**src/rtl/serial_unit_command_sequencer_unit_defines.svh**
```systemverilog
// Assertion macros for the filament unit link sequencer.
// No dependencies; included by the modules that check their own logic.
`ifndef SERIAL_UNIT_COMMAND_SEQUENCER_UNIT_DEFINES_SVH
`define SERIAL_UNIT_COMMAND_SEQUENCER_UNIT_DEFINES_SVH
`ifndef SYNTHESIS
`define SUCS_ASSERT(label, clk, rst_n, prop, msg) \
    label: assert property (@(posedge clk) disable iff (!rst_n) prop) else $error(msg);
`define SUCS_ASSERT_NORST(label, clk, prop, msg) \
    label: assert property (@(posedge clk) prop) else $error(msg);
`else
`define SUCS_ASSERT(label, clk, rst_n, prop, msg)
`define SUCS_ASSERT_NORST(label, clk, prop, msg)
`endif
`endif

```
**src/rtl/sucs_pkg.sv**
```systemverilog
// Shared types and constants of the filament unit link sequencer.
// No dependencies.
package sucs_pkg;

    localparam int SLOT_COUNT_DEF = 5;
    localparam int TAIL_DEPTH_DEF = 6;

    localparam logic [1:0] OP_TICK = 2'd0;
    localparam logic [1:0] OP_BYTE = 2'd1;
    localparam logic [1:0] OP_REQ  = 2'd2;

    localparam logic [2:0] CFG_POLL_INTERVAL = 3'd0;
    localparam logic [2:0] CFG_POLL_TIMEOUT  = 3'd1;
    localparam logic [2:0] CFG_CMD_TIMEOUT   = 3'd2;
    localparam logic [2:0] CFG_START_TIMEOUT = 3'd3;
    localparam logic [2:0] CFG_REQ_BUILD     = 3'd4;
    localparam logic [2:0] CFG_STEALTH       = 3'd5;

    localparam logic [3:0] PH_OFF     = 4'd0;
    localparam logic [3:0] PH_START   = 4'd1;
    localparam logic [3:0] PH_VERSION = 4'd2;
    localparam logic [3:0] PH_BUILD   = 4'd3;
    localparam logic [3:0] PH_MODE    = 4'd4;
    localparam logic [3:0] PH_SENSOR  = 4'd5;
    localparam logic [3:0] PH_IDLE    = 4'd6;
    localparam logic [3:0] PH_POLL    = 4'd7;
    localparam logic [3:0] PH_CMD     = 4'd8;

    localparam logic [2:0] K_T = 3'd0;
    localparam logic [2:0] K_L = 3'd1;
    localparam logic [2:0] K_C = 3'd2;
    localparam logic [2:0] K_U = 3'd3;
    localparam logic [2:0] K_E = 3'd4;
    localparam logic [2:0] K_R = 3'd5;

    // classified event from the front part
    typedef struct packed {
        logic [1:0] op;
        logic [7:0] rx_byte;
        logic       req_ok;
        logic [2:0] kind;
        logic [2:0] slot;
    } event_t;

    typedef struct packed {
        logic [7:0]  tx_byte;
        logic        tx_valid;
        logic        last;
        logic [3:0]  link_state;
        logic        ready_res;
        logic        enabled;
        logic [7:0]  sensor_value;
        logic        version_fault;
        logic [15:0] unit_version;
    } result_t;

    function automatic logic [7:0] kind_letter(input logic [2:0] k);
        logic [7:0] l;
        begin
            case (k)
                K_T:     l = "T";
                K_L:     l = "L";
                K_C:     l = "C";
                K_U:     l = "U";
                K_E:     l = "E";
                default: l = "R";
            endcase
            return l;
        end
    endfunction

    function automatic logic is_slotted(input logic [2:0] k);
        return (k == K_T) || (k == K_L) || (k == K_E);
    endfunction

    function automatic logic same_sym(input logic [7:0] a, input logic [7:0] b);
        return (a == b) || (((a == 8'h0d) || (a == 8'h0a)) && ((b == 8'h0d) || (b == 8'h0a)));
    endfunction

endpackage

```
**src/rtl/sucs_in_t_pkg.sv**
```systemverilog
// Input item type of the filament unit link sequencer.
// Used by the top level and its test environment.
package sucs_in_pkg;
    typedef struct packed {
        logic [1:0] opcode;
        logic [7:0] rx_byte;
        logic [2:0] cmd_kind;
        logic [2:0] filament;
    } in_item_t;
endpackage

```
**src/rtl/sucs_stream_if.sv**
```systemverilog
// Valid/ready channel carrying a payload of a given type.
// Depends on nothing but the type handed in.
interface sucs_stream_if #(parameter type payload_t = logic) ();
    logic     valid;
    logic     ready;
    payload_t payload;

    modport source (output valid, output payload, input ready);
    modport sink (input valid, input payload, output ready);
endinterface

```
**src/rtl/sucs_front.sv**
```systemverilog
// Front part: takes input items, validates requests, pushes events to the queue.
// Depends on sucs_pkg and sucs_in_pkg.
module sucs_front #(
    parameter int SLOT_COUNT = sucs_pkg::SLOT_COUNT_DEF
) (
    input  logic                   in_valid,
    output logic                   in_ready,
    input  sucs_in_pkg::in_item_t  in_item,
    output logic                   q_push,
    output sucs_pkg::event_t       q_data,
    input  logic                   q_full
);
    logic slotted;

    assign in_ready = !q_full;
    assign q_push   = in_valid && !q_full;
    assign slotted  = sucs_pkg::is_slotted(in_item.cmd_kind);

    always_comb
    begin
        q_data.op      = in_item.opcode;
        q_data.rx_byte = in_item.rx_byte;
        q_data.kind    = in_item.cmd_kind;
        q_data.slot    = slotted ? in_item.filament : 3'd0;
        q_data.req_ok  = (in_item.cmd_kind <= sucs_pkg::K_R)
                      && (!slotted || (32'(in_item.filament) < 32'(SLOT_COUNT)));
    end
endmodule

```
**src/rtl/sucs_queue.sv**
```systemverilog
// Short event queue between front and back parts.
// Depends on sucs_pkg and the defines header.
`include "serial_unit_command_sequencer_unit_defines.svh"
module sucs_queue (
    input  logic             clk,
    input  logic             rst_n,
    input  logic             push,
    input  sucs_pkg::event_t push_data,
    output logic             full,
    input  logic             pop,
    output logic             not_empty,
    output sucs_pkg::event_t head
);
    sucs_pkg::event_t mem_reg [2];
    logic       wr_ptr_reg, rd_ptr_reg;
    logic [1:0] cnt_reg;

    assign full      = (cnt_reg == 2'd2);
    assign not_empty = (cnt_reg != 2'd0);
    assign head      = mem_reg[rd_ptr_reg];

    always_ff @(posedge clk)
    begin
        if (push)
        begin
            mem_reg[wr_ptr_reg] <= push_data;
        end
    end

    always_ff @(posedge clk or negedge rst_n)
    begin
        if (!rst_n)
        begin
            wr_ptr_reg <= 1'b0;
            rd_ptr_reg <= 1'b0;
            cnt_reg    <= 2'd0;
        end
        else
        begin
            if (push) wr_ptr_reg <= !wr_ptr_reg;
            if (pop) rd_ptr_reg <= !rd_ptr_reg;
            cnt_reg <= cnt_reg + 2'(push) - 2'(pop);
        end
    end

    `SUCS_ASSERT(a_no_overflow, clk, rst_n, push |-> !full, "queue overflow")
    `SUCS_ASSERT(a_no_underflow, clk, rst_n, pop |-> not_empty, "queue underflow")
    `SUCS_ASSERT(a_cnt_range, clk, rst_n, cnt_reg != 2'd3, "queue count out of range")
endmodule

```
**src/rtl/sucs_back.sv**
```systemverilog
// Back part: link sequencer state, receive tail, parser, timers and result output.
// Depends on sucs_pkg and the defines header.
`include "serial_unit_command_sequencer_unit_defines.svh"
module sucs_back #(
    parameter int TAIL_DEPTH = sucs_pkg::TAIL_DEPTH_DEF
) (
    input  logic              clk,
    input  logic              rst_n,
    input  logic              ev_avail,
    input  sucs_pkg::event_t  ev,
    output logic              ev_pop,
    input  logic [15:0]       poll_interval_ms,
    input  logic [15:0]       poll_timeout_ms,
    input  logic [17:0]       command_timeout_ms,
    input  logic [31:0]       start_timeout_ms,
    input  logic [15:0]       required_build,
    input  logic              stealth_mode,
    output logic              out_valid,
    input  logic              out_ready,
    output sucs_pkg::result_t out_item
);
    localparam int CW = $clog2(TAIL_DEPTH + 1);

    logic [3:0]  phase_reg;
    logic        pend_v_reg, retry_v_reg;
    logic [2:0]  pend_k_reg, pend_s_reg, retry_k_reg, retry_s_reg;
    logic [31:0] ms_rst_reg, ms_req_reg, ms_rsp_reg;
    logic [7:0]  tail_reg [TAIL_DEPTH];
    logic [CW-1:0] cnt_reg;
    logic [15:0] acc_reg;
    logic        open_reg;
    logic        ready_reg, en_reg, fault_reg;
    logic [7:0]  sensor_reg;
    logic [15:0] version_reg;

    // output: up to three bytes, held in a small holding register
    logic        busy_reg;
    logic [1:0]  idx_reg;
    logic        txv_reg;
    logic [7:0]  b0_reg, b1_reg;

    logic take;
    // updated values after the event side effects
    logic [31:0] rst1, req1, rsp1;
    logic [7:0]  tail1 [TAIL_DEPTH];
    logic [CW-1:0] cnt1;
    logic [15:0] acc1;
    logic        open1, pv1, ready1;
    logic [2:0]  pk1, ps1;
    logic [19:0] acc_x10;
    logic        m_ok, m_start;
    // next values
    logic [3:0]  phase_n;
    logic        pv_n, rv_n, ready_n, en_n, fault_n, snd;
    logic [2:0]  pk_n, ps_n, rk_n, rs_n;
    logic [31:0] req_n, rsp_n;
    logic [7:0]  sensor_n, let_n, dig_n;
    logic [15:0] version_n;
    logic [7:0]  sens_acc;

    assign take   = ev_avail && (!busy_reg || (out_ready && idx_reg == 2'd0));
    assign ev_pop = take;

    always_comb
    begin
        rst1 = ms_rst_reg;
        req1 = ms_req_reg;
        rsp1 = ms_rsp_reg;
        for (int i = 0; i < TAIL_DEPTH; i++) tail1[i] = tail_reg[i];
        cnt1 = cnt_reg;
        acc1 = acc_reg;
        open1 = open_reg;
        pv1 = pend_v_reg;
        pk1 = pend_k_reg;
        ps1 = pend_s_reg;
        ready1 = ready_reg;
        acc_x10 = {4'd0, acc_reg} * 20'd10 + {12'd0, ev.rx_byte - 8'h30};
        case (ev.op)
            sucs_pkg::OP_TICK:
            begin
                if (rst1 != '1) rst1 = rst1 + 32'd1;
                if (req1 != '1) req1 = req1 + 32'd1;
                if (rsp1 != '1) rsp1 = rsp1 + 32'd1;
            end
            sucs_pkg::OP_BYTE:
            begin
                for (int i = 0; i < TAIL_DEPTH - 1; i++) tail1[i] = tail_reg[i+1];
                tail1[TAIL_DEPTH-1] = ev.rx_byte;
                if (32'(cnt_reg) < TAIL_DEPTH) cnt1 = cnt_reg + CW'(1);
                if (open_reg)
                begin
                    if (ev.rx_byte >= 8'h30 && ev.rx_byte <= 8'h39)
                        acc1 = (acc_x10 > 20'd65535) ? 16'hffff : acc_x10[15:0];
                    else
                        open1 = 1'b0;
                end
            end
            sucs_pkg::OP_REQ:
            begin
                if (ev.req_ok)
                begin
                    pv1 = 1'b1;
                    pk1 = ev.kind;
                    ps1 = ev.slot;
                    ready1 = 1'b0;
                end
            end
            default: ;
        endcase
        m_ok = (32'(cnt1) >= 3) && sucs_pkg::same_sym(tail1[TAIL_DEPTH-3], "o")
            && sucs_pkg::same_sym(tail1[TAIL_DEPTH-2], "k")
            && sucs_pkg::same_sym(tail1[TAIL_DEPTH-1], 8'h0a);
        m_start = (32'(cnt1) >= 6) && sucs_pkg::same_sym(tail1[TAIL_DEPTH-6], "s")
            && sucs_pkg::same_sym(tail1[TAIL_DEPTH-5], "t")
            && sucs_pkg::same_sym(tail1[TAIL_DEPTH-4], "a")
            && sucs_pkg::same_sym(tail1[TAIL_DEPTH-3], "r")
            && sucs_pkg::same_sym(tail1[TAIL_DEPTH-2], "t")
            && sucs_pkg::same_sym(tail1[TAIL_DEPTH-1], 8'h0a);
        sens_acc = (acc1 > 16'd255) ? 8'hff : acc1[7:0];
    end

    always_comb
    begin
        phase_n = phase_reg;
        pv_n = pv1; pk_n = pk1; ps_n = ps1;
        rv_n = retry_v_reg; rk_n = retry_k_reg; rs_n = retry_s_reg;
        ready_n = ready1; en_n = en_reg; fault_n = fault_reg;
        req_n = req1; rsp_n = rsp1;
        sensor_n = sensor_reg; version_n = version_reg;
        snd = 1'b0; let_n = "P"; dig_n = "0";
        case (phase_reg)
            sucs_pkg::PH_START:
                if (m_start)
                begin
                    rsp_n = '0; snd = 1'b1; let_n = "S"; dig_n = "1";
                    phase_n = sucs_pkg::PH_VERSION;
                end
                else if (rst1 > start_timeout_ms) phase_n = sucs_pkg::PH_OFF;
            sucs_pkg::PH_VERSION:
                if (m_ok)
                begin
                    rsp_n = '0; version_n = acc1; snd = 1'b1; let_n = "S"; dig_n = "2";
                    phase_n = sucs_pkg::PH_BUILD;
                end
            sucs_pkg::PH_BUILD:
                if (m_ok)
                begin
                    rsp_n = '0;
                    if (acc1 < required_build)
                    begin
                        fault_n = 1'b1; phase_n = sucs_pkg::PH_OFF;
                    end
                    else if (stealth_mode)
                    begin
                        snd = 1'b1; let_n = "M"; dig_n = "1"; phase_n = sucs_pkg::PH_MODE;
                    end
                    else
                    begin
                        snd = 1'b1; phase_n = sucs_pkg::PH_SENSOR;
                    end
                end
            sucs_pkg::PH_MODE:
                if (m_ok)
                begin
                    rsp_n = '0; snd = 1'b1; phase_n = sucs_pkg::PH_SENSOR;
                end
            sucs_pkg::PH_SENSOR:
                if (m_ok)
                begin
                    rsp_n = '0; sensor_n = sens_acc; en_n = 1'b1;
                    phase_n = sucs_pkg::PH_IDLE;
                end
            sucs_pkg::PH_IDLE:
                if (pv1)
                begin
                    snd = 1'b1; let_n = sucs_pkg::kind_letter(pk1);
                    dig_n = sucs_pkg::is_slotted(pk1) ? (8'h30 + {5'd0, ps1}) : "0";
                    rv_n = 1'b1; rk_n = pk1; rs_n = ps1; pv_n = 1'b0;
                    phase_n = sucs_pkg::PH_CMD;
                end
                else if (rsp1 > {16'd0, poll_interval_ms})
                begin
                    snd = 1'b1; phase_n = sucs_pkg::PH_POLL;
                end
            sucs_pkg::PH_POLL:
                if (m_ok)
                begin
                    rsp_n = '0; sensor_n = sens_acc; phase_n = sucs_pkg::PH_IDLE;
                    if (!pv1) ready_n = 1'b1;
                end
                else if (req1 > {16'd0, poll_timeout_ms}) phase_n = sucs_pkg::PH_IDLE;
            sucs_pkg::PH_CMD:
                if (m_ok)
                begin
                    rsp_n = '0; ready_n = 1'b1; rv_n = 1'b0; phase_n = sucs_pkg::PH_IDLE;
                end
                else if (req1 > {14'd0, command_timeout_ms})
                begin
                    if (retry_v_reg)
                    begin
                        pv_n = 1'b1; pk_n = retry_k_reg; ps_n = retry_s_reg; rv_n = 1'b0;
                    end
                    phase_n = sucs_pkg::PH_IDLE;
                end
            default: ;
        endcase
        if (snd) req_n = '0;
    end

    always_ff @(posedge clk)
    begin
        if (take)
        begin
            for (int i = 0; i < TAIL_DEPTH; i++) tail_reg[i] <= snd ? 8'd0 : tail1[i];
            b0_reg <= let_n;
            b1_reg <= dig_n;
        end
    end

    always_ff @(posedge clk or negedge rst_n)
    begin
        if (!rst_n)
        begin
            phase_reg <= sucs_pkg::PH_START;
            pend_v_reg <= 1'b0; pend_k_reg <= '0; pend_s_reg <= '0;
            retry_v_reg <= 1'b0; retry_k_reg <= '0; retry_s_reg <= '0;
            ms_rst_reg <= '0; ms_req_reg <= '0; ms_rsp_reg <= '0;
            cnt_reg <= '0; acc_reg <= '0; open_reg <= 1'b1;
            ready_reg <= 1'b0; en_reg <= 1'b0; fault_reg <= 1'b0;
            sensor_reg <= '0; version_reg <= '0;
            busy_reg <= 1'b0; idx_reg <= '0; txv_reg <= 1'b0;
        end
        else
        begin
            if (take)
            begin
                phase_reg <= phase_n;
                pend_v_reg <= pv_n; pend_k_reg <= pk_n; pend_s_reg <= ps_n;
                retry_v_reg <= rv_n; retry_k_reg <= rk_n; retry_s_reg <= rs_n;
                ms_rst_reg <= rst1; ms_req_reg <= req_n; ms_rsp_reg <= rsp_n;
                cnt_reg <= snd ? '0 : cnt1;
                acc_reg <= snd ? '0 : acc1;
                open_reg <= snd ? 1'b1 : open1;
                ready_reg <= ready_n; en_reg <= en_n; fault_reg <= fault_n;
                sensor_reg <= sensor_n; version_reg <= version_n;
                busy_reg <= 1'b1;
                txv_reg <= snd;
                idx_reg <= snd ? 2'd2 : 2'd0;
            end
            else if (busy_reg && out_ready)
            begin
                // advance through the pending bytes, last one frees the slot
                if (idx_reg == 2'd0) busy_reg <= 1'b0;
                else idx_reg <= idx_reg - 2'd1;
            end
        end
    end

    assign out_valid = busy_reg;
    always_comb
    begin
        out_item.tx_valid = txv_reg;
        out_item.last = (idx_reg == 2'd0);
        case (idx_reg)
            2'd2:    out_item.tx_byte = b0_reg;
            2'd1:    out_item.tx_byte = b1_reg;
            default: out_item.tx_byte = txv_reg ? 8'h0a : 8'h00;
        endcase
        out_item.link_state = phase_reg;
        out_item.ready_res = ready_reg;
        out_item.enabled = en_reg;
        out_item.sensor_value = sensor_reg;
        out_item.version_fault = fault_reg;
        out_item.unit_version = version_reg;
    end

    `SUCS_ASSERT(a_idx_only_tx, clk, rst_n, (idx_reg != 2'd0) |-> txv_reg, "multi-byte result without transmission")
    `SUCS_ASSERT(a_fault_off, clk, rst_n, fault_reg |-> (phase_reg == sucs_pkg::PH_OFF), "fault outside off phase")
    `SUCS_ASSERT(a_no_take_midframe, clk, rst_n, (busy_reg && idx_reg != 2'd0) |-> !take, "event taken mid transmission")
endmodule

```
**src/rtl/serial_unit_command_sequencer_unit.sv**
```systemverilog
// Top level of the filament unit link sequencer: config registers, front, queue, back.
// Depends on sucs_pkg, sucs_in_pkg, sucs_stream_if and the sucs_* modules.
// Each item's results leave one per cycle while the receiver is ready, from an output
// register: one result for a plain event, three (letter, digit, line feed) for a
// transmission. The output byte sequencer takes the next item as the last result
// of the previous one leaves. A two-entry queue lets input keep flowing meanwhile.
module serial_unit_command_sequencer_unit #(
    parameter int SLOT_COUNT = sucs_pkg::SLOT_COUNT_DEF,
    parameter int TAIL_DEPTH = sucs_pkg::TAIL_DEPTH_DEF
) (
    input  logic        clk,
    input  logic        rst_n,
    sucs_stream_if.sink   in_ch,
    sucs_stream_if.source out_ch,
    input  logic        cfg_we,
    input  logic [2:0]  cfg_index,
    input  logic [31:0] cfg_data
);
    logic [15:0] poll_interval_reg, poll_timeout_reg, required_build_reg;
    logic [17:0] cmd_timeout_reg;
    logic [31:0] start_timeout_reg;
    logic        stealth_reg;
    logic q_push, q_full, q_pop, q_ne;
    sucs_pkg::event_t q_in, q_head;

    always_ff @(posedge clk or negedge rst_n)
    begin
        if (!rst_n)
        begin
            poll_interval_reg <= 16'd300;
            poll_timeout_reg <= 16'd3000;
            cmd_timeout_reg <= 18'd60000;
            start_timeout_reg <= 32'd3000000;
            required_build_reg <= 16'd126;
            stealth_reg <= 1'b0;
        end
        else if (cfg_we)
        begin
            case (cfg_index)
                sucs_pkg::CFG_POLL_INTERVAL: poll_interval_reg <= cfg_data[15:0];
                sucs_pkg::CFG_POLL_TIMEOUT:  poll_timeout_reg <= cfg_data[15:0];
                sucs_pkg::CFG_CMD_TIMEOUT:   cmd_timeout_reg <= cfg_data[17:0];
                sucs_pkg::CFG_START_TIMEOUT: start_timeout_reg <= cfg_data;
                sucs_pkg::CFG_REQ_BUILD:     required_build_reg <= cfg_data[15:0];
                sucs_pkg::CFG_STEALTH:       stealth_reg <= cfg_data[0];
                default: ;
            endcase
        end
    end

    sucs_front #(.SLOT_COUNT(SLOT_COUNT)) u_front (
        .in_valid(in_ch.valid), .in_ready(in_ch.ready),
        .in_item(in_ch.payload), .q_push(q_push), .q_data(q_in), .q_full(q_full));

    sucs_queue u_queue (
        .clk(clk), .rst_n(rst_n), .push(q_push), .push_data(q_in), .full(q_full),
        .pop(q_pop), .not_empty(q_ne), .head(q_head));

    sucs_back #(.TAIL_DEPTH(TAIL_DEPTH)) u_back (
        .clk(clk), .rst_n(rst_n), .ev_avail(q_ne), .ev(q_head), .ev_pop(q_pop),
        .poll_interval_ms(poll_interval_reg), .poll_timeout_ms(poll_timeout_reg),
        .command_timeout_ms(cmd_timeout_reg), .start_timeout_ms(start_timeout_reg),
        .required_build(required_build_reg), .stealth_mode(stealth_reg),
        .out_valid(out_ch.valid), .out_ready(out_ch.ready), .out_item(out_ch.payload));
endmodule

```
**src/flat_wrapper.sv**
```systemverilog
// flat-port wrapper written by rule: the top's interface ports become plain ports
module serial_unit_command_sequencer_unit_flat import sucs_pkg::*; import sucs_in_pkg::*;
#(
    parameter int SLOT_COUNT = sucs_pkg::SLOT_COUNT_DEF,
    parameter int TAIL_DEPTH = sucs_pkg::TAIL_DEPTH_DEF
)
  (clk, rst_n, cfg_we, cfg_index, cfg_data, in_ch_valid, in_ch_payload, in_ch_ready, out_ch_valid, out_ch_payload, out_ch_ready);
  sucs_stream_if #(.payload_t(in_item_t)) in_ch_i ();
  sucs_stream_if #(.payload_t(result_t)) out_ch_i ();
  input  logic clk;
  input  logic rst_n;
  input  logic cfg_we;
  input  logic [2:0] cfg_index;
  input  logic [31:0] cfg_data;
  input wire logic [$bits(in_ch_i.valid)-1:0] in_ch_valid;
  input wire logic [$bits(in_ch_i.payload)-1:0] in_ch_payload;
  output wire logic [$bits(in_ch_i.ready)-1:0] in_ch_ready;
  output wire logic [$bits(out_ch_i.valid)-1:0] out_ch_valid;
  output wire logic [$bits(out_ch_i.payload)-1:0] out_ch_payload;
  input wire logic [$bits(out_ch_i.ready)-1:0] out_ch_ready;
  assign in_ch_i.valid = in_ch_valid;
  assign in_ch_i.payload = in_ch_payload;
  assign in_ch_ready = in_ch_i.ready;
  assign out_ch_valid = out_ch_i.valid;
  assign out_ch_payload = out_ch_i.payload;
  assign out_ch_i.ready = out_ch_ready;
  serial_unit_command_sequencer_unit #(.SLOT_COUNT(SLOT_COUNT), .TAIL_DEPTH(TAIL_DEPTH)) u_core (.clk(clk), .rst_n(rst_n), .in_ch(in_ch_i), .out_ch(out_ch_i), .cfg_we(cfg_we), .cfg_index(cfg_index), .cfg_data(cfg_data));
endmodule
```
**config.mk**
```make
export PLATFORM = sky130hd
export DESIGN_NAME = serial_unit_command_sequencer_unit_flat
export DESIGN_NICKNAME = d
export VERILOG_FILES = /design/src/rtl/sucs_pkg.sv /design/src/rtl/sucs_in_t_pkg.sv /design/src/rtl/sucs_stream_if.sv /design/src/rtl/sucs_front.sv /design/src/rtl/sucs_queue.sv /design/src/rtl/sucs_back.sv /design/src/rtl/serial_unit_command_sequencer_unit.sv /design/src/flat_wrapper.sv
export VERILOG_INCLUDE_DIRS = /design/src /design/src/rtl
export SDC_FILE = /design/constraint.sdc
export NUM_CORES = 1
export LEC_CHECK = 0
export ABC_AREA = 0
export BUFFER_PORTS_ARGS = -buffer_cell sky130_fd_sc_hd__clkbuf_2
export CAP_MARGIN = 40
export CELL_PAD_IN_SITES_DETAIL_PLACEMENT = 0
export CELL_PAD_IN_SITES_GLOBAL_PLACEMENT = 1
export CORE_MARGIN = 3
export CORE_UTILIZATION = 53
export DETAILED_ROUTE_END_ITERATION = 12
export HOLD_SLACK_MARGIN = 0.15
export PLACE_DENSITY_LB_ADDON = 0.1
export SLEW_MARGIN = 20
export SYNTH_ARGS = -nofsm -noshare
export SYNTH_HDL_FRONTEND = slang
export SYNTH_SLANG_ARGS = --single-unit
export TNS_END_PERCENT = 30
```
**constraint.sdc**
```tcl
create_clock -name clk -period 19.65 [get_ports clk]
set_input_delay 5.895 -clock clk [delete_from_list [all_inputs] [get_ports clk]]
set_output_delay 5.895 -clock clk [all_outputs]
set_load 0.05 [all_outputs]
```
### Word level (Yosys, flattened, before mapping)

Memories as Yosys holds them, arrays and structs flattened.
Index checks and enable logic that the tools add are counted.

| word-level totals | value |
|---|---|
| register bits | 284 |
| bits in latches | 0 |
| bits in writable memories | 82 |
| bits in read-only memories | 0 |
| bits of input ports | 56 |
| output and inout bits | 43 |
| logic and storage cells | 273 |
| memories kept | 2 |

| operators by class | value |
|---|---|
| add/subtract/negate cells | 10 |
| multipliers | 1 |
| div/mod/pow operators | 0 |
| $lt $le $gt $ge | 14 |
| equal/unequal tests | 46 |
| shift operators | 0 |
| multiplexer cells | 110 |
| bitwise gates (word level) | 0 |
| reduce and logical (&&, ||, !) cells | 58 |

Memory list:

| name | depth | bits a word | read ports | clocked after Yosys merged registers in | write ports | line | text |
|---|---|---|---|---|---|---|---|
| u_core.u_back.tail_reg | 6 | 8 | 6 | 0 | 6 | sucs_back.sv:28 | `logic [7:0] tail_reg [TAIL_DEPTH];` |
| u_core.u_queue.mem_reg | 2 | 17 | 1 | 0 | 1 | sucs_queue.sv:14 | `sucs_pkg::event_t mem_reg [2];` |

Operators with widths:

| operator | number |
|---|---|
| $mux W32 | 9 |
| $add A32 B1 Y32 const B | 3 |
| $ne A32 B32 Y1 const B | 3 |
| $mux W16 | 5 |
| $gt A32 B16 Y1 | 2 |
| $pmux W32 S2 | 1 |
| $eq A8 B7 Y1 const B | 7 |
| $mux W8 | 7 |
| $mux W4 | 13 |
| $mux W3 | 17 |
| $mux W48 | 1 |
| $mux W1 | 35 |
| $gt A32 B18 Y1 | 1 |
| $gt A32 B32 Y1 | 1 |
| $pmux W4 S8 | 1 |
| $pmux W7 S4 | 1 |
| $pmux W5 S5 | 1 |
| $add A20 B8 Y20 | 1 |
| $gt A20 B16 Y1 const B | 1 |
| $mux W5 | 4 |
| $pmux W5 S4 | 1 |
| $mul A16 B3 Y19 const B | 1 |
| $reduce_and A2 Y1 | 9 |
| $eq A4 B3 Y1 const B | 4 |
| 43 further kinds | 110 |

### Depth between registers and ports, before layout

| logic depth | value |
|---|---|
| depth after elaboration | 14 |
| mapped depth | 33 |
| gate-level depth less buffers | 28 |

### Cells and area by module

From an unflattened synthesis, not the netlist that was laid out.

| unflattened totals | value |
|---|---|
| cells, all modules | 2322 |
| area, all modules | 22335.2 um^2 |

By module, submodules not included:

| module | times used | cells each | area each (um^2) | sequential area each (um^2) |
|---|---|---|---|---|
| sucs_back | 1 | 2019 | 16908.7 | 5813.1 |
| serial_unit_command_sequencer_unit | 1 | 214 | 3798.6 | 2519.9 |
| sucs_queue | 1 | 68 | 1476.4 | 1121.1 |
| sucs_front | 1 | 21 | 151.4 | 0.0 |

### Worst setup path after synthesis

No wires, ideal clock.

| timing path | value |
|---|---|
| path kind | input to register |
| start | input out_ch_ready |
| end | register u_core.u_queue.cnt_reg[1] |
| library setup time | 0.080 ns |
| arrival | 9.313 ns |
| path slack | 10.257 ns |
| cell stages on the path | 11 |
| buffers on the path | 2 |
| path through | nand2_1 -> nand2_1 -> o21ai_1 -> inv_1 -> clkbuf_1 -> clkbuf_1 -> ha_1 -> inv_1 -> ha_1 -> xnor2_1 -> xnor2_1 |

| between the ends | value |
|---|---|
| longest elaborated chain between the ends | 4 |

RTL lines:

| what | line | text |
|---|---|---|
| from (decl) | flat_wrapper.sv:20 | `input wire logic [$bits(out_ch_i.ready)-1:0] out_ch_ready;` |
| $logic_and A1 B1 Y1 | sucs_back.sv:61 | `assign take = ev_avail && (!busy_reg \|\| (out_ready && idx_reg == 2'd0));` |
| $logic_or A1 B1 Y1 | sucs_back.sv:61 |  |
| $logic_and A1 B1 Y1 | sucs_back.sv:61 |  |
| named net u_core.q_pop | serial_unit_command_sequencer_unit.sv:23 | `logic q_push, q_full, q_pop, q_ne;` |
| $sub A2 B1 Y2 | sucs_queue.sv:42 | `cnt_reg <= cnt_reg + 2'(push) - 2'(pop);` |
| to (signal assigned) | sucs_queue.sv:42 |  |
| to (decl) | sucs_queue.sv:16 | `logic [1:0] cnt_reg;` |

The timed path passes the listed nets, and every way through them passes these cells.
A chain may end at the register's enable or synchronous reset.

### Worst setup path in the final report

| timing path | value |
|---|---|
| start | register u_core.u_queue.rd_ptr_reg |
| end | register u_core.u_back.cnt_reg[1] |

| between the ends | value |
|---|---|
| longest elaborated chain between the ends | 13 |
| elaborated cells between the ends (all ways) | 51 |

RTL lines:

| what | line | text |
|---|---|---|
| from (decl) | sucs_queue.sv:15 | `logic wr_ptr_reg, rd_ptr_reg;` |
| from (signal assigned) | sucs_queue.sv:41 | `if (pop) rd_ptr_reg <= !rd_ptr_reg;` |
| $mem_v2 Z2 W17 * | -- |  |
| $sub A8 B6 Y8 | sucs_back.sv:77 | `acc_x10 = {4'd0, acc_reg} * 20'd10 + {12'd0, ev.rx_byte - 8'h30};` |
| $add A20 B8 Y20 | sucs_back.sv:77 |  |
| $gt A20 B16 Y1 | sucs_back.sv:93 | `acc1 = (acc_x10 > 20'd65535) ? 16'hffff : acc_x10[15:0];` |
| $mux W16 | sucs_back.sv:93 |  |
| $mux W16 | sucs_back.sv:92 | `if (ev.rx_byte >= 8'h30 && ev.rx_byte <= 8'h39)` |
| $mux W16 | sucs_back.sv:90 | `if (open_reg)` |
| $mux W16 * | sucs_back.sv:78 | `case (ev.op)` |
| named net u_core.u_back.acc1[5] | sucs_back.sv:47 | `logic [15:0] acc1;` |
| $lt A16 B16 Y1 * | sucs_back.sv:149 | `if (acc1 < required_build)` |
| $mux W1 * | sucs_back.sv:149 |  |
| $mux W1 * | sucs_back.sv:146 | `if (m_ok)` |
| $pmux W1 S4 * | sucs_back.sv:131 | `case (phase_reg)` |
| $mux W3 * | sucs_back.sv:241 | `cnt_reg <= snd ? '0 : cnt1;` |
| to (signal assigned) | sucs_back.sv:241 |  |
| to (decl) | sucs_back.sv:29 | `logic [CW-1:0] cnt_reg;` |

Mark *: on every way through the listed nets, which the timed path passes. The rest lies on a longest branch.

==> out/metrics.cfg <==
[yosys]
synth_top_cells_by_area=dfrtp_1 (26%), edfxtp_1 (12%), ha_1 (8.2%), nand2_1 (6.0%), dfstp_2 (4.3%)
synthTopCellsByCount=nand2_1 (356), dfrtp_1 (232), o21ai_0 (160)
avgSynthCellArea_um2=9.226
yosysMostFrequentCell=nand2_1
synth.top_cell.area_share_pct=26.26
synth_fp_nets=2598
synth_flop_cell=dfrtp_1
synth.yosys.seq_area_share_pct=42.77
synth_area_um2=22100
async_flop_share_pct=74.86
synthDistinctLibCells=97
ys_ff_latch=358
synth_edf_count=90
synth_area_leader_cell=dfrtp_1
yosys_warnings=0
synth_cells=2396

[flow_run]
max-cap-violations=0

[critical_path]
worst_setup_path_start_kind=flip-flop
critPathKind=flip-flop to flip-flop
slowest_stage=mux2i_1
worstPathRequired_ns=20.08
critPathMostFrequentCell=nor2_1
crit_path_end_kind=flip-flop
worstPathMaxFanout=27
critical_path_arrival_ns=9.22
max_stage_delay_ns=0.60

[grt]
grt_use_met1_pct=37.02
antenna_found_initial=0
grt_usage_pct=25.86
grt_max_degree=72
grt_pass1_vias=17313
use_met3_pct=3.840
grt_pass1_wl_um=92560
grt.met2_usage_pct=41.00
overflow=0
gr-max-usage-layer=met2

[layout]
n_fill_cell=3552
multiInputGateArea_um2=11600
regArea_um2=9454
final_nets=2647
diodes=0
area_growth_syn_to_layout_pct=11.03
stdcell_area_um2=24540
layout-drive-gt1-share_pct=12.52
largest_register_ffs=48

[sta]
timing.fmax_ghz=0.1137
max-slew-margin-rel_pct=41.35
final.min_clock_period_ns=8.793
setup_viol=0
finClkSkew_ns=0.01764
fin_ws_ns=10.86
tightestPinTransition_ns=0.8778
rsz0062_at_grt=false
hold_violations=0
fin_tns_setup_ns=0
slew_violations=0
post-route-period-util_pct=44.75

[floorplan]
start_util_pct=53.89
fp.dieH_um=210.2
die_area_um2=44190
die_w_um=210.2
placementRows=74
core_area_um2=41020
num_io_pins=99

[cts]
cts_tree=built
ctsHoldBuffers=0
cts_resized=0
cts_buffers=41
cts_setup_buffers=0
clock-sinks=358
path_clk_slew_ns=0.06
htree_levels=2
clockRootBuffer=clkbuf_16
insertion_delay_ns=0.56
cts_buffer_depth=3

[routing]
drt-total-wl_um=57420
dr.pass1.iters=5
drc=0
viasPerCell=5.964
detail-route-antenna-nets=0
first_iter_violations=1421
via_count=17945
wl_per_cell_um=19.08

[placement]
pre_cts_ws_ns=10.73
io_buffers=97
place_area_um2=23050
place_congestion=0.8736
dp_hpwl_um=41220

[pwr]
leakagePower_nw=10.97
power.density_nw_per_um2=116.0
ir_drop_v=0.0001386

[hold_path]
hp-class=flip-flop to flip-flop

[outcome]
outcome=complete, no violations

[worst max-delay path: cells and delay by family, from the launching register on]
| family | cells | cell delay (ns) |
|---|---|---|
| AND/OR/NAND/NOR | 11 | 2.37 |
| AO/OA/AOI/OAI | 12 | 3.92 |
| adder cells (fa/ha/maj) | 2 | 0.62 |
| XOR/XNOR | 1 | 0.16 |
| flip-flops | 1 | 0.32 |
| multiplexers | 1 | 0.60 |
| buffers and inverters | 3 | 0.64 |
[final cells by class]
class                           count  area share (%)
Multi-Input combinational cell   1765           47.26
Sequential cell                   358           38.52
Clock buffer                       56           4.659
Timing Repair Buffer              129           3.492
Tap cell                          532           2.712
Inverter                          150           2.304
Clock inverter                     19           1.050
[stage by stage]
stage	power, mW	hold WS (ns)	util [%]	std cells
finish	2.848	0.4780	59.84	3009
detailed placement	2.044	0.4596	56.20	2928
CTS	2.856	0.4835	59.62	3003
floorplan	1.764	0.4289	-	2396
global placement	2.000	0.4577	55.91	2922
global route	3.027	0.5082	59.84	3009
[worst paths after layout]
| path | to | slack, ns | startpoint | cells past startpoint |
|---|---|---|---|---|
| max | u_core.u_back.cnt_reg[1] | 10.86 | u_core.u_queue.rd_ptr_reg | 30 |
| min | u_core.u_back.retry_v_reg | 0.48 | u_core.u_back.retry_v_reg | 2 |
| max reg2reg | u_core.u_back.cnt_reg[1] | 10.86 | u_core.u_queue.rd_ptr_reg | 30 |
| min reg2reg | u_core.u_back.retry_v_reg | 0.48 | u_core.u_back.retry_v_reg | 2 |
| max in group asynchronous | u_core.poll_timeout_reg[3] | 13.14 | rst_n | 3 |
| min in group asynchronous | u_core.start_timeout_reg[12] | 5.27 | rst_n | 1 |
[layer usage]
metal  part of all wire [%]  up-vias
li1                       -     8729
met1                     46     8722
met2                     46      406
met3                    5.0       88
met4                    2.5        0
met5                      0        -
[cell families (layout without fill, tap and decap cells)]
group           count (synthesis)  after routing  synth area share [%]
simple gates                  856            856                 18.87
compound gates                561            561                 16.43
flops                         358            358                 42.77
buf+inv                       273            354                 4.919
fa+ha+maj                     146            146                 8.332
xor+xnor                      130            130                 5.185
mux                            71             71                 3.481
other cells                     1              1               0.01696
[power by group]
group          total, mW  leakage (nW)  switching [mW]  internal, mW
Combinational      0.941          6.04           0.621         0.319
Sequential          1.11          4.25           0.129         0.977
Clock              0.801         0.674           0.314         0.487
Total               2.85          11.0            1.06          1.78
[cells in the final DEF, fill, tap and decap left out, drive strengths merged, types with 14 or more instances in the layout]
master and instances:
xnor2 84, dfrtp 232, o31ai 34, buf 32
o21a 17, xor2 46, nor2 139, mux2 47
clkbuf 153, nor3 45, edfxtp 90, a211oi 26
a21o 34, and4 20, nand2 356, inv 150
nor2b 15, nand4 61, a22o 14, dfstp 36
mux2i 24, nand2b 15, o21ai 169, nor4 17
and3 30, ha 144, o22ai 25, and2 22
a31oi 17, a21oi 119, nand3 71
Note: power is estimated with default switching activity, not from simulation.
